===== config.mk =====
export PLATFORM = sky130hd
export DESIGN_NAME = bankers_safe_allocation_core
export DESIGN_NICKNAME = d
export VERILOG_FILES = /design/src/rtl/bsa_pkg.sv /design/src/rtl/bsa_cell.sv /design/src/rtl/bankers_safe_allocation_core.sv
export SDC_FILE = /design/constraint.sdc
export NUM_CORES = 2
export LEC_CHECK = 0
export ABC_AREA = 1
export BUFFER_PORTS_ARGS = -buffer_cell sky130_fd_sc_hd__buf_4
export CORE_MARGIN = 5
export CORE_UTILIZATION = 59
export DETAILED_ROUTE_END_ITERATION = 16
export PLACE_DENSITY_LB_ADDON = 0.12
export SLEW_MARGIN = 20
export SYNTH_ARGS = -nofsm -noshare
export SYNTH_HDL_FRONTEND = slang
export SYNTH_SLANG_ARGS = --single-unit

===== constraint.sdc =====
create_clock -name clk -period 4.2 [get_ports clk]
set_clock_uncertainty 0.05 [all_clocks]
set_input_delay 0.42 -clock clk [delete_from_list [all_inputs] [get_ports clk]]
set_output_delay 0.42 -clock clk [all_outputs]
set_load 0.02 [all_outputs]

===== src/rtl/bsa_pkg.sv =====
// ----------------------------------------------------------------------------
// bsa_pkg: shared types and constants for the safe-allocation core
// Resource-kind count, handshake field codes, cell command and status
// structures, and the controller state type.
// ----------------------------------------------------------------------------
package bsa_pkg;

	localparam int KINDS    = 3;
	localparam int CLIENT_W = 3;
	localparam int ACTION_W = 2;
	localparam int STATUS_W = 3;
	localparam int CFG_W    = 4;

	// byte address of the active-client register, bit 2 selects register
	localparam logic [2:0] ADDR_ACTIVE = 3'd0;
	localparam logic [CFG_W-1:0] ACTIVE_RESET = 4'd5;

	typedef enum logic [ACTION_W-1:0] {
		ACT_LOAD  = 2'd0,
		ACT_POOL  = 2'd1,
		ACT_REQ   = 2'd2,
		ACT_CHECK = 2'd3
	} action_t;

	typedef enum logic [STATUS_W-1:0] {
		STAT_LOADED  = 3'd0,
		STAT_SAFE    = 3'd1,
		STAT_NEED    = 3'd2,
		STAT_SHORT   = 3'd3,
		STAT_UNSAFE  = 3'd4,
		STAT_BADLOAD = 3'd5
	} status_t;

	typedef enum logic [2:0] {
		CMD_NONE,
		CMD_LOAD,
		CMD_APPLY,
		CMD_UNDO,
		CMD_CLEAR
	} cmd_op_t;

	typedef enum logic [1:0] {
		POOL_HOLD,
		POOL_SET,
		POOL_SUB,
		POOL_ADD
	} pool_op_t;

	typedef enum logic [2:0] {
		S_IDLE,
		S_DECIDE,
		S_START,
		S_INJECT,
		S_PASS,
		S_RESP
	} state_t;

	typedef struct packed {
		cmd_op_t op;
		logic    sel;
	} cell_cmd_t;

	typedef struct packed {
		logic done;
		logic over_need;
	} cell_stat_t;

endpackage


===== src/rtl/bsa_cell.sv =====
// ----------------------------------------------------------------------------
// bsa_cell: one client row of the safety chain
// Holds the row's held and need amounts and its finished flag; takes the
// work vector from its left neighbor and hands it on in the next cycle.
// ----------------------------------------------------------------------------
module bsa_cell #(
	parameter int AMOUNT_WIDTH = 8
) (
	input  logic                                        clk,
	input  logic                                        arst_n,
	input  bsa_pkg::cell_cmd_t                          cmd,
	input  logic                                        active,
	input  logic [bsa_pkg::KINDS-1:0][AMOUNT_WIDTH-1:0] amt,
	input  logic [bsa_pkg::KINDS-1:0][AMOUNT_WIDTH-1:0] hld,
	input  logic                                        tok_in,
	input  logic [bsa_pkg::KINDS-1:0][AMOUNT_WIDTH-1:0] work_in,
	input  logic                                        prog_in,
	output logic                                        tok_out,
	output logic [bsa_pkg::KINDS-1:0][AMOUNT_WIDTH-1:0] work_out,
	output logic                                        prog_out,
	output bsa_pkg::cell_stat_t                         stat
);
	import bsa_pkg::*;

	logic [KINDS-1:0][AMOUNT_WIDTH-1:0] held_q, need_q, work_q, sat_sum;
	logic done_q, tok_q, prog_q;
	logic fits, take, over;
	logic [AMOUNT_WIDTH:0] sum;

	always_comb begin
		fits = 1'b1;
		over = 1'b0;
		sum  = '0;
		for (int r = 0; r < KINDS; r++) begin
			if (need_q[r] > work_in[r]) fits = 1'b0;
			if (amt[r] > need_q[r]) over = 1'b1;
			sum = {1'b0, work_in[r]} + {1'b0, held_q[r]};
			// clamp at the amount maximum
			sat_sum[r] = sum[AMOUNT_WIDTH] ? '1 : sum[AMOUNT_WIDTH-1:0];
		end
		take = tok_in && active && !done_q && fits;
	end

	always_ff @(posedge clk or negedge arst_n) begin
		if (!arst_n) begin
			held_q <= '0;
			need_q <= '0;
			done_q <= 1'b0;
			tok_q  <= 1'b0;
			prog_q <= 1'b0;
		end else begin
			tok_q  <= tok_in;
			prog_q <= prog_in | take;
			if (take) done_q <= 1'b1;
			case (cmd.op)
				CMD_LOAD: begin
					if (cmd.sel) begin
						for (int r = 0; r < KINDS; r++) begin
							held_q[r] <= hld[r];
							need_q[r] <= amt[r] - hld[r];
						end
					end
				end
				CMD_APPLY: begin
					if (cmd.sel) begin
						for (int r = 0; r < KINDS; r++) begin
							held_q[r] <= held_q[r] + amt[r];
							need_q[r] <= need_q[r] - amt[r];
						end
					end
				end
				CMD_UNDO: begin
					if (cmd.sel) begin
						for (int r = 0; r < KINDS; r++) begin
							held_q[r] <= held_q[r] - amt[r];
							need_q[r] <= need_q[r] + amt[r];
						end
					end
				end
				CMD_CLEAR: done_q <= 1'b0;
				default: ;
			endcase
		end
	end

	always_ff @(posedge clk) begin
		work_q <= take ? sat_sum : work_in;
	end

	assign tok_out        = tok_q;
	assign work_out       = work_q;
	assign prog_out       = prog_q;
	assign stat.done      = done_q;
	assign stat.over_need = cmd.sel && over;

endmodule


===== src/rtl/bankers_safe_allocation_core.sv =====
// ----------------------------------------------------------------------------
// bankers_safe_allocation_core: safe allocator over three resource kinds
// Load, set-pool, request and check words; a request is granted only if a
// finish order exists for every active client row.
// Load, set-pool and denied request words go from the decide step straight to
// the response; granted requests and checks first run finish passes of the
// work vector, which walks the chain one row per cycle (passes: at most the
// clamped active row count, one when no row is active).
// One word is in work at a time: the next is taken in the cycle its result can
// first be handed off.
// Reset: tables and pool clear to zero, active_clients returns to 5.
// ----------------------------------------------------------------------------
module bankers_safe_allocation_core #(
	parameter int MAX_CLIENTS  = 8,
	parameter int AMOUNT_WIDTH = 8
) (
	input  logic        clk,
	input  logic        arst_n,
	// fields low to high: client, amount_a, amount_b, amount_c, held_a, held_b, held_c
	input  logic [((bsa_pkg::CLIENT_W + 6*AMOUNT_WIDTH + 7)/8)*8-1:0] s_tdata,
	// fields low to high: action
	input  logic [bsa_pkg::ACTION_W-1:0] s_tuser,
	input  logic        s_tvalid,
	output logic        s_tready,
	// fields low to high: pool_a, pool_b, pool_c
	output logic [((3*AMOUNT_WIDTH + 7)/8)*8-1:0] m_tdata,
	// fields low to high: status
	output logic [bsa_pkg::STATUS_W-1:0] m_tuser,
	output logic        m_tvalid,
	input  logic        m_tready,
	input  logic        psel,
	input  logic        penable,
	input  logic        pwrite,
	input  logic [2:0]  paddr,
	input  logic [31:0] pwdata,
	output logic [31:0] prdata,
	output logic        pready
);
	import bsa_pkg::*;

	localparam int W      = AMOUNT_WIDTH;
	localparam int CIDX_W = $clog2(MAX_CLIENTS);

	typedef logic [KINDS-1:0][W-1:0] vec_t;

	// --- configuration register ---
	logic [CFG_W-1:0] cfg_active_q;

	assign pready = 1'b1;

	always_ff @(posedge clk or negedge arst_n) begin
		if (!arst_n) begin
			cfg_active_q <= ACTIVE_RESET;
		end else if (psel && penable && pwrite && paddr[2] == ADDR_ACTIVE[2]) begin
			cfg_active_q <= pwdata[CFG_W-1:0];
		end
	end

	assign prdata = (paddr[2] == ADDR_ACTIVE[2]) ? {{(32-CFG_W){1'b0}}, cfg_active_q} : '0;

	// wrap the client index onto the table depth
	function automatic logic [CIDX_W-1:0] wrap_client(input logic [CLIENT_W-1:0] c);
		int v;
		v = int'(c);
		for (int k = 0; k < 4; k++) begin
			if (v >= MAX_CLIENTS) v = v - MAX_CLIENTS;
		end
		return CIDX_W'(v);
	endfunction

	// --- unpack the input word ---
	vec_t in_amt, in_hld;

	always_comb begin
		for (int r = 0; r < KINDS; r++) begin
			in_amt[r] = s_tdata[CLIENT_W + r*W +: W];
			in_hld[r] = s_tdata[CLIENT_W + (KINDS + r)*W +: W];
		end
	end

	// --- latched word and controller state ---
	state_t            state_q, state_d;
	action_t           act_q;
	logic [CIDX_W-1:0] cli_q;
	vec_t              amt_q, hld_q, pool_q, loop_work_q;
	status_t           status_q;

	// --- cell chain wiring; index 0 is the injection point ---
	logic [MAX_CLIENTS:0] tok, prog;
	vec_t                 work [MAX_CLIENTS+1];
	cell_stat_t           stat [MAX_CLIENTS];
	logic [MAX_CLIENTS-1:0] act_vec, done_vec, over_vec;
	cmd_op_t              cmd_op;
	logic                 tok_inj, any_over, all_done, bad_load, short_pool;

	genvar gi;
	generate
		for (gi = 0; gi < MAX_CLIENTS; gi++) begin : g_cell
			cell_cmd_t ccmd;
			assign ccmd.op  = cmd_op;
			assign ccmd.sel = (cli_q == CIDX_W'(gi));
			// rows beyond the active count pass the work on untouched
			assign act_vec[gi]  = (gi < int'(cfg_active_q));
			assign done_vec[gi] = stat[gi].done;
			assign over_vec[gi] = stat[gi].over_need;

			bsa_cell #(.AMOUNT_WIDTH(W)) u_cell (
				.clk      (clk),
				.arst_n   (arst_n),
				.cmd      (ccmd),
				.active   (act_vec[gi]),
				.amt      (amt_q),
				.hld      (hld_q),
				.tok_in   (tok[gi]),
				.work_in  (work[gi]),
				.prog_in  (prog[gi]),
				.tok_out  (tok[gi+1]),
				.work_out (work[gi+1]),
				.prog_out (prog[gi+1]),
				.stat     (stat[gi])
			);
		end
	endgenerate

	// inject a fresh pass; progress starts clear
	assign tok[0]  = tok_inj;
	assign work[0] = loop_work_q;
	assign prog[0] = 1'b0;

	assign any_over = |over_vec;
	// inactive rows count as finished
	assign all_done = &(done_vec | ~act_vec);

	always_comb begin
		bad_load   = 1'b0;
		short_pool = 1'b0;
		for (int r = 0; r < KINDS; r++) begin
			if (hld_q[r] > amt_q[r]) bad_load = 1'b1;
			if (amt_q[r] > pool_q[r]) short_pool = 1'b1;
		end
	end

	// --- output register ---
	logic    m_valid_q;
	status_t m_status_q;
	vec_t    m_pool_q;
	logic    out_free;

	assign out_free = !m_valid_q || m_tready;

	// --- next state ---
	always_comb begin
		state_d = state_q;
		unique case (state_q)
			S_IDLE:   if (s_tvalid) state_d = S_DECIDE;
			S_DECIDE: begin
				unique case (act_q)
					ACT_LOAD, ACT_POOL: state_d = S_RESP;
					ACT_REQ:            state_d = (any_over || short_pool) ? S_RESP : S_START;
					ACT_CHECK:          state_d = S_START;
				endcase
			end
			S_START:  state_d = S_INJECT;
			S_INJECT: state_d = S_PASS;
			S_PASS: begin
				if (tok[MAX_CLIENTS]) begin
					state_d = (!all_done && prog[MAX_CLIENTS]) ? S_INJECT : S_RESP;
				end
			end
			S_RESP:   if (out_free) state_d = S_IDLE;
			default:  state_d = S_IDLE;
		endcase
	end

	// --- controller outputs ---
	pool_op_t pool_op;
	logic     res_set, loop_ld_pool, loop_ld_last, out_load;
	status_t  res_code;

	always_comb begin
		cmd_op       = CMD_NONE;
		pool_op      = POOL_HOLD;
		res_set      = 1'b0;
		res_code     = STAT_LOADED;
		loop_ld_pool = 1'b0;
		loop_ld_last = 1'b0;
		tok_inj      = 1'b0;
		out_load     = 1'b0;
		unique case (state_q)
			S_IDLE: ;
			S_DECIDE: begin
				unique case (act_q)
					ACT_LOAD: begin
						res_set  = 1'b1;
						res_code = bad_load ? STAT_BADLOAD : STAT_LOADED;
						if (!bad_load) cmd_op = CMD_LOAD;
					end
					ACT_POOL: begin
						res_set  = 1'b1;
						res_code = STAT_LOADED;
						pool_op  = POOL_SET;
					end
					ACT_REQ: begin
						if (any_over) begin
							res_set  = 1'b1;
							res_code = STAT_NEED;
						end else if (short_pool) begin
							res_set  = 1'b1;
							res_code = STAT_SHORT;
						end else begin
							// grant tentatively
							cmd_op  = CMD_APPLY;
							pool_op = POOL_SUB;
						end
					end
					ACT_CHECK: ;
				endcase
			end
			S_START: begin
				cmd_op       = CMD_CLEAR;
				loop_ld_pool = 1'b1;
			end
			S_INJECT: tok_inj = 1'b1;
			S_PASS: begin
				if (tok[MAX_CLIENTS]) begin
					if (all_done) begin
						res_set  = 1'b1;
						res_code = STAT_SAFE;
					end else if (prog[MAX_CLIENTS]) begin
						loop_ld_last = 1'b1;
					end else begin
						res_set  = 1'b1;
						res_code = STAT_UNSAFE;
						// roll back an unsafe grant
						if (act_q == ACT_REQ) begin
							cmd_op  = CMD_UNDO;
							pool_op = POOL_ADD;
						end
					end
				end
			end
			S_RESP:  out_load = out_free;
			default: ;
		endcase
	end

	assign s_tready = (state_q == S_IDLE);

	always_ff @(posedge clk or negedge arst_n) begin
		if (!arst_n) begin
			state_q   <= S_IDLE;
			pool_q    <= '0;
			m_valid_q <= 1'b0;
		end else begin
			state_q <= state_d;
			case (pool_op)
				POOL_SET: pool_q <= amt_q;
				POOL_SUB: for (int r = 0; r < KINDS; r++) pool_q[r] <= pool_q[r] - amt_q[r];
				POOL_ADD: for (int r = 0; r < KINDS; r++) pool_q[r] <= pool_q[r] + amt_q[r];
				default: ;
			endcase
			if (out_load) m_valid_q <= 1'b1;
			else if (m_tready) m_valid_q <= 1'b0;
		end
	end

	// payload registers: word capture, loop work, result
	always_ff @(posedge clk) begin
		if (s_tvalid && s_tready) begin
			act_q <= action_t'(s_tuser);
			cli_q <= wrap_client(s_tdata[CLIENT_W-1:0]);
			amt_q <= in_amt;
			hld_q <= in_hld;
		end
		if (loop_ld_pool) loop_work_q <= pool_q;
		else if (loop_ld_last) loop_work_q <= work[MAX_CLIENTS];
		if (res_set) status_q <= res_code;
		if (out_load) begin
			m_status_q <= status_q;
			m_pool_q   <= pool_q;
		end
	end

	always_comb begin
		m_tdata = '0;
		for (int r = 0; r < KINDS; r++) m_tdata[r*W +: W] = m_pool_q[r];
	end

	assign m_tuser  = m_status_q;
	assign m_tvalid = m_valid_q;

	// --- assertions ---
	a_tok_in_pass: assert property (@(posedge clk) disable iff (!arst_n)
		tok[MAX_CLIENTS] |-> state_q == S_PASS)
		else $error("work vector left the chain outside a pass");

	a_pool_idle: assert property (@(posedge clk) disable iff (!arst_n)
		state_q == S_IDLE |=> $stable(pool_q))
		else $error("free pool moved while idle");

	a_resp_out: assert property (@(posedge clk) disable iff (!arst_n)
		(state_q == S_RESP && state_d == S_IDLE) |=> m_tvalid)
		else $error("result not presented after response");

	a_no_accept_busy: assert property (@(posedge clk) disable iff (!arst_n)
		(state_q == S_PASS || state_q == S_INJECT) |-> !s_tready)
		else $error("input accepted during safety test");

endmodule


* Word-level counts from Yosys, hierarchy flattened *
Cells that the tools add are included.

storage, ports and cells
  word-level logic and storage cells = 662
  ROM bits = 0
  memory bits (writable) = 0
  input bits = 100
  bits in latches = 0
  memories = 0
  output and inout port bits = 62
  flip-flop bits (word level) = 739

cells by class
  eq/ne operators = 49
  multiply operators = 0
  mux-type cells = 218
  add/sub/neg operators = 129
  shift operators = 0
  bitwise operators = 10
  divide/modulo/power cells = 0
  magnitude comparators = 62
  reduce and logical (&&, ||, !) cells = 76

operators by type and width
  kind                  count
  $mux W24              58
  $pmux W24 S3          17
  $gt A8 B8 Y1          54
  $sub A8 B8 Y8         54
  $add A8 B8 Y8         51
  $add A8 B8 Y9         24
  $mux W8               24
  $mux W1               85
  $ne A2 B1 Y1 const B  25
  $logic_and A1 B1 Y1   37
  $reduce_and A4 Y1     8
  $mux W2               14
  $mux W3               9
  $eq A3 B3 Y1 const B  7
  $reduce_bool A2 Y1    10
  $eq A3 B2 Y1 const B  6
  $pmux W3 S3           2
  $pmux W3 S6           1
  $lt A3 B4 Y1 const A  4
  $pmux W2 S2           3
  $pmux W3 S2           2
  $logic_not A1 Y1      10
  $eq A3 B1 Y1 const B  3
  $eq A2 B2 Y1 const B  4
  18 further kinds      32

* Depth between registers and ports, before layout *
  word-level depth = 12
  gate-level depth with buffers = 23
  gate-level depth less buffers = 22

* Modules after synthesis *
From an unflattened synthesis, not the netlist that was laid out.

unflattened totals
  cell total of the unflattened synthesis = 11114
  area, all modules = 77001.4 um2

modules (own cells, without submodules)
  module                            area each (um2)  cells an instance  instances  sequential area each (um2)
  bsa_cell at g_cell[0].u_cell ...  8623.3           1276               3          1756.7
  bsa_cell at g_cell[4].u_cell ...  8478.1           1261               3          1756.7
  bankers_safe_allocation_core      8720.9           984                1          4016.4
  bsa_cell at g_cell[7].u_cell      8498.2           1255               1          1756.7
  bsa_cell at g_cell[1].u_cell      8478.1           1264               1          1756.7

* Least setup slack after synthesis *
Ideal clock, no wire load.

  kind = flip-flop to flip-flop
  start = register amt_q[9] in the netlist's numbering
  end = register g_cell[0].u_cell.held_q[11] in the netlist's numbering
  path slack = 0.071 ns
  setup time = 0.127 ns
  cell stages (with the launch flop) = 19
  buffers on the path = 3
  arrival time = 3.952 ns
  cells stage by stage = edfxtp_1 -> inv_1 -> fa_1 -> nand3b_1 -> a21oi_1 -> nor2_1 -> nor2_1 -> o21ai_0 -> nand2_1 -> nand4_4 -> nand2_1 -> inv_2 -> nand2_4 -> buf_6 -> nand2_2 -> buf_4 -> buf_6 -> nor2_1 -> a22oi_1

on the way
  longest elaborated chain between the ends = 11

RTL lines
  what                                                                        RTL line                             RTL
  start: declaration                                                          bankers_safe_allocation_core.sv:85   vec_t amt_q, hld_q, pool_q, loop_work_q;
  start signal: assignment                                                    bankers_safe_allocation_core.sv:272  amt_q <= in_amt;
  $gt A8 B8 Y1                                                                bsa_cell.sv:36                       if (amt[r] > need_q[r]) over = 1'b1;
  $mux W1 (2 in a row)                                                        bsa_cell.sv:36
  $logic_and A1 B1 Y1                                                         bsa_cell.sv:94                       assign stat.over_need = cmd.sel && over;
  $reduce_or A8 Y1                                                            bankers_safe_allocation_core.sv:130  assign any_over = |over_vec;
  $mux W2                                                                     bankers_safe_allocation_core.sv:204  if (any_over) begin
  $pmux W2 S2                                                                 bankers_safe_allocation_core.sv:192  unique case (act_q)
  $pmux W3 S3                                                                 bankers_safe_allocation_core.sv:189  unique case (state_q)
  $eq A3 B2 Y1 / $eq A3 B1 Y1 (equally long branches)                         bsa_cell.sv:55                       case (cmd.op)
  $ne A2 B1 Y1 (no source line) / $reduce_bool A3 Y1 (equally long branches)  n/a
  $reduce_and A4 Y1 (no source line)                                          n/a
  end signal: indexed assignment                                              bsa_cell.sv:59                       held_q[r] <= hld[r];
  end signal: indexed assignment                                              bsa_cell.sv:67                       held_q[r] <= held_q[r] + amt[r];
  end signal: indexed assignment                                              bsa_cell.sv:75                       held_q[r] <= held_q[r] - amt[r];
  end: declaration                                                            bsa_cell.sv:25                       logic [KINDS-1:0][AMOUNT_WIDTH-1:0] held_q, need_q, work_q, sat_sum;

Parallel ways exist; a longest one is shown, timed or not. The select of a mux whose other input is x is not followed.
A chain may end at the register's enable or synchronous reset.

* Worst setup path in the final report *
  start = register amt_q[0] in the netlist's numbering
  end = register g_cell[1].u_cell.need_q[10] in the netlist's numbering

on the way
  longest elaborated chain between the ends = 12

RTL lines
  what                                                                        RTL line                             RTL
  $gt A8 B8 Y1                                                                bsa_cell.sv:36
  $mux W1 (3 in a row)                                                        bsa_cell.sv:36
  $logic_and A1 B1 Y1                                                         bsa_cell.sv:94
  $reduce_or A8 Y1                                                            bankers_safe_allocation_core.sv:130
  $mux W2                                                                     bankers_safe_allocation_core.sv:204
  $pmux W2 S2 (*)                                                             bankers_safe_allocation_core.sv:192
  $pmux W3 S3 (*)                                                             bankers_safe_allocation_core.sv:189
  $eq A3 B2 Y1 / $eq A3 B1 Y1 (equally long branches)                         bsa_cell.sv:55
  $ne A2 B1 Y1 (no source line) / $reduce_bool A3 Y1 (equally long branches)  n/a
  $reduce_and A4 Y1 (no source line)                                          n/a
  end signal: indexed assignment                                              bsa_cell.sv:60                       need_q[r] <= amt[r] - hld[r];
  end signal: indexed assignment                                              bsa_cell.sv:68                       need_q[r] <= need_q[r] - amt[r];
  end signal: indexed assignment                                              bsa_cell.sv:76                       need_q[r] <= need_q[r] + amt[r];
  end: declaration                                                            bsa_cell.sv:25

Every way passes the cells marked *; elsewhere a longest branch is shown, timed or not.

==> results.md <==
* Reg2Reg Depth at 21
* CTS root buf: clkbuf_16
* Fill count at 9840
* Critical path arrival at 4.60 ns
* Hold path depth at 4
* Antenna violations before repair at 10
* Synth area leaders: ha_1 (16%), dfrtp_1 (16%), nand2_1 (10%), inv_1 (7.5%), nand3_1 (7.3%)
* Most frequent cells in the layout: nand2_1 (1805), inv_1 (1339), nor2_1 (1226), nand3_1 (976), ha_1 (888)
* Logic gate share of total power at 0.573
* ANT nets after route at 0
* Most frequent CP cell: nand2_1
* DR iter-0 viols at 7886
* Simple-gate portion of the synthesized area at 0.274
* Peak VDD IR at ~0.46 mV
* H-tree Lvls at 3
* Die area at 0.121 mm^2
* R2R Path Start: amt_q[0]$_DFFE_PP_
* Worst Max-Slew Pin Slew at 1.24 ns
* Layout cells sized above 1 at 0.0794
* Max-Cap Viols at 0
* Adder-cell share of the synthesized area at 0.189
* I/O pins at 162
* Die Wd at between 300 and 400 um
* FMAX at 0.245 GHz
* Max clock buf depth at 3
* Routing usage on met2 at 0.656
* Num CTS Buffers at 91
* Wire per inst at 23.1 um
* Worst-path clk slew at roughly 0.060 ns
* Setup CP Type: reg2reg
* Lkg Pwr at 41.3 nW
* GR Util met1 at 0.537
* Layout area overhead at 14.1%
* Startpoint types: flop
* Post-synth top area share at 0.165
* Multi-input logic area at 0.0432 mm^2
* Total Routed Length at 266000 um
* CP max FO at 17
* Clock Sinks at between 700 and 800
* Crit-path slowest cell: o211ai_1
* Dominant cell type by area after synthesis: ha_1
* Vias at ~69000
* RSZ-0062 raised after global routing: yes
* Clock share of power at 0.174
* Final core occ at 0.675
* Compound-Gate Fraction of Synth Area at 0.120
* Drt drc at 0
* Period utilisation layout at 0.970
* Global Route met3 Usage at 0.0882
* Post-synth EDFFs at 107
* TritonRoute pass-1 iters at 6
* Final Hold Vio Count at 0
* Max-slew violations at 0
* Crit path largest cell delay at around 0.58 ns
* Worst min path class: in2reg
* Setup violators final at 0
* Number of port buffers at 97
* Power Density at between 600 and 700 mW/mm^2
* Synth warn at 0
* Mux share of post-synthesis cell area at 0
* Post-synth ARST share at 0.595
* Mapped Cells at 9506
* Worst slack, placed at 0.155 ns
* Worst reg2reg setup slack at 0.13 ns
* Switching pwr at between 0.02 and 0.025 W
* Crit end category: flop
* Post-Syn Area per Cell at 7.10 um^2
* Seq cells post-synth at 739
* Core ar. at 0.114 mm^2
* Worst EP required at 4.73 ns
* Initial Util at 0.592
* CTS tree: done
* GR Overflow Total at 0
* Cell Chain, Critical Path: buf_12, ha_1, inv_1, fa_1, nand2_1, nand2_1, o21ai_0, o211ai_1, nand3_1, nand2_1, nand2_1, nor2_4, nand4_4, nand2_8, inv_2, buf_12, nand2_2, buf_12, nand3_1, nand2_1, nand2_1
* Worst flop-to-flop path endpoint: g_cell[1].u_cell.need_q[10]$_DFFE_PN0P_
* Register area at 0.0181 mm^2
* Layout Nets at 11000
* First-pass GRT wire length at 391000 um
* Largest net degree at the start of global routing at 84
* Slew HR at 0.167
* Post-detail-place hpwl at ~200000 um
* Commonest non-fill, non-tap cell in the layout: nand2_1
* GPL Wtd Cong at roughly 1
* GRT Total Usage at 0.424
* Hold path endpoint: state_q[0]$_DFFE_PN0P_
* Largest family of logic cells by synthesized area: simple AND/OR/NAND/NOR gates
* Post-Synth XOR/XNOR Area at 0.0535
* Main synth FF type: dfrtp_1
* Number of global-route vias before repair at 64900
* Switching part of the total at 0.491
* Worst skew pair latency at 0.70 ns
* DIE HEIGHT at 348 um
* Cell Count, Final, Fillers Out at 11500
* Register area share after synthesis at 0.268
* Yosys cell types at 66
* Seq pwr share at 0.253
* Cell Area, Synth at 0.0675 mm^2
* Gr busiest metal: met2
* Tmin final at just over 4 ns
* Hold path startpoint: m_tready
* Worst setup margin at ~0.13 ns
* Internal at 0.0248 W
* Via density at 5.98
* Status: completed
* DP Cell Count at 11300
* Standard-cell rows at about 120
[metrics by stage]
stage | power (W) | area, um^2 | hold slack [ns] | setup TNS (ns)
global route | 0.0522 | 77000 | 0.111 | -0.195
global placement | 0.0385 | 73100 | 0.312 | 0
floorplan | 0.0297 | 67600 | 0.0744 | 0
CTS | 0.0480 | 76800 | 0.0659 | 0
finish | 0.0488 | 77000 | 0.0955 | 0
detailed placement | 0.0393 | 73100 | 0.312 | 0
[sequential cells by signal, summed over array words and instances (netlist names), 4 cells and up]
name,cells
hld_q,24
g_cell.u_cell.held_q,192
g_cell.u_cell.tok_out,8
pool_q,24
g_cell.u_cell.work_out,192
loop_work_q,24
g_cell.u_cell.need_q,192
g_cell.u_cell.done_q,8
g_cell.u_cell.prog_out,8
amt_q,24
m_tdata,24
cfg_active_q,4
[cells by family (layout without fill, tap and decap cells)]
logic type | Yosys count | count (layout)
buffers and inverters | 1625 | 2101
AND/OR/NAND/NOR | 4347 | 4347
other | 2 | 35
adder cells (fa/ha/maj) | 969 | 969
AO/OA/AOI/OAI | 1412 | 1412
flip-flops | 739 | 739
XOR/XNOR | 412 | 412
[synth_stat cells, types with 6 or more instances]
cell type	number
nand3b_1	27
o221ai_1	6
o21ai_0	344
a22oi_1	186
inv_2	27
nand3b_2	6
dfxtp_1	192
xor2_1	317
clkbuf_1	110
a32oi_1	25
ha_1	888
nor2_1	1228
buf_4	47
o31ai_1	6
o22ai_1	17
nor3_1	56
fa_1	81
nor2_2	6
o21a_1	7
nand2_2	18
a211oi_1	15
or2_0	24
buf_2	87
a21oi_1	611
edfxtp_1	107
inv_1	1341
o21ai_1	59
a21o_1	11
xnor2_1	95
a31oi_1	13
o211ai_1	36
o21bai_1	49
dfrtp_1	438
nand4_1	130
or2_2	36
nand3_1	978
nand2_1	1809
buf_6	7
[how the worst max path moves through the flow]
stage | startpoint | to | cells after the start
2_1_floorplan | amt_q[9]$_DFFE_PP_ | g_cell[0].u_cell.held_q[11]$_DFFE_PN0P_ | 18
3_3_place_gp | amt_q[14]$_DFFE_PP_ | g_cell[3].u_cell.need_q[18]$_DFFE_PN0P_ | 17
3_5_place_dp | amt_q[0]$_DFFE_PP_ | g_cell[3].u_cell.need_q[18]$_DFFE_PN0P_ | 21
4_1_cts | amt_q[14]$_DFFE_PP_ | g_cell[3].u_cell.need_q[18]$_DFFE_PN0P_ | 17
5_1_grt | amt_q[0]$_DFFE_PP_ | g_cell[6].u_cell.held_q[14]$_DFFE_PN0P_ | 19
6_report | amt_q[0]$_DFFE_PP_ | g_cell[1].u_cell.need_q[10]$_DFFE_PN0P_ | 21
[cell type report]
| cell class | instances | share of cell area |
|---|---|---|
| diodes | 6 | 0.000195 |
| clock buffers | 128 | 0.0358 |
| clock inverters | 41 | 0.00533 |
| inverters | 1369 | 0.0668 |
| multi-input cells | 7169 | 0.561 |
| flip-flops and latches | 739 | 0.235 |
| well taps | 1512 | 0.0246 |
| repair buffers | 563 | 0.0714 |
[worst max-delay path, delay by kind of cell (launching register included)]
| family | cells | cell delay [ns] |
|---|---|---|
| fa+ha+maj | 2 | 0.42 |
| buf+inv | 5 | 0.81 |
| compound gates | 2 | 0.77 |
| flops | 1 | 0.47 |
| simple gates | 12 | 1.39 |
[per-layer routing]
layer	vias to the layer above	share of wire	wire [um]
met4	4	0.085	22700
li1	32000	-	-
met1	32000	0.38	100000
met3	1023	0.11	30200
met2	3886	0.43	113000
met5	-	0.000079	21
[power groups by stage]
stage / Clock (W) / Combinational [W] / Sequential (W)
after floorplan: 0 / 0.0183 / 0.0114
after global placement: 0 / 0.0262 / 0.0123
after detailed placement: 0 / 0.0269 / 0.0123
after CTS: 0.00854 / 0.0272 / 0.0123
after global routing: 0.00883 / 0.0309 / 0.0125
final: 0.00850 / 0.0279 / 0.0124
[timing repair]
item | 4_1_cts | 5_1_grt
hold buffers | 58 | 0
endpoints found under the setup margin | 0 | 145
gates resized for setup | 0 | 9
endpoints found under the hold margin | 115 | 0
setup buffers | 0 | 6
(Power assumes the default switching activity.)
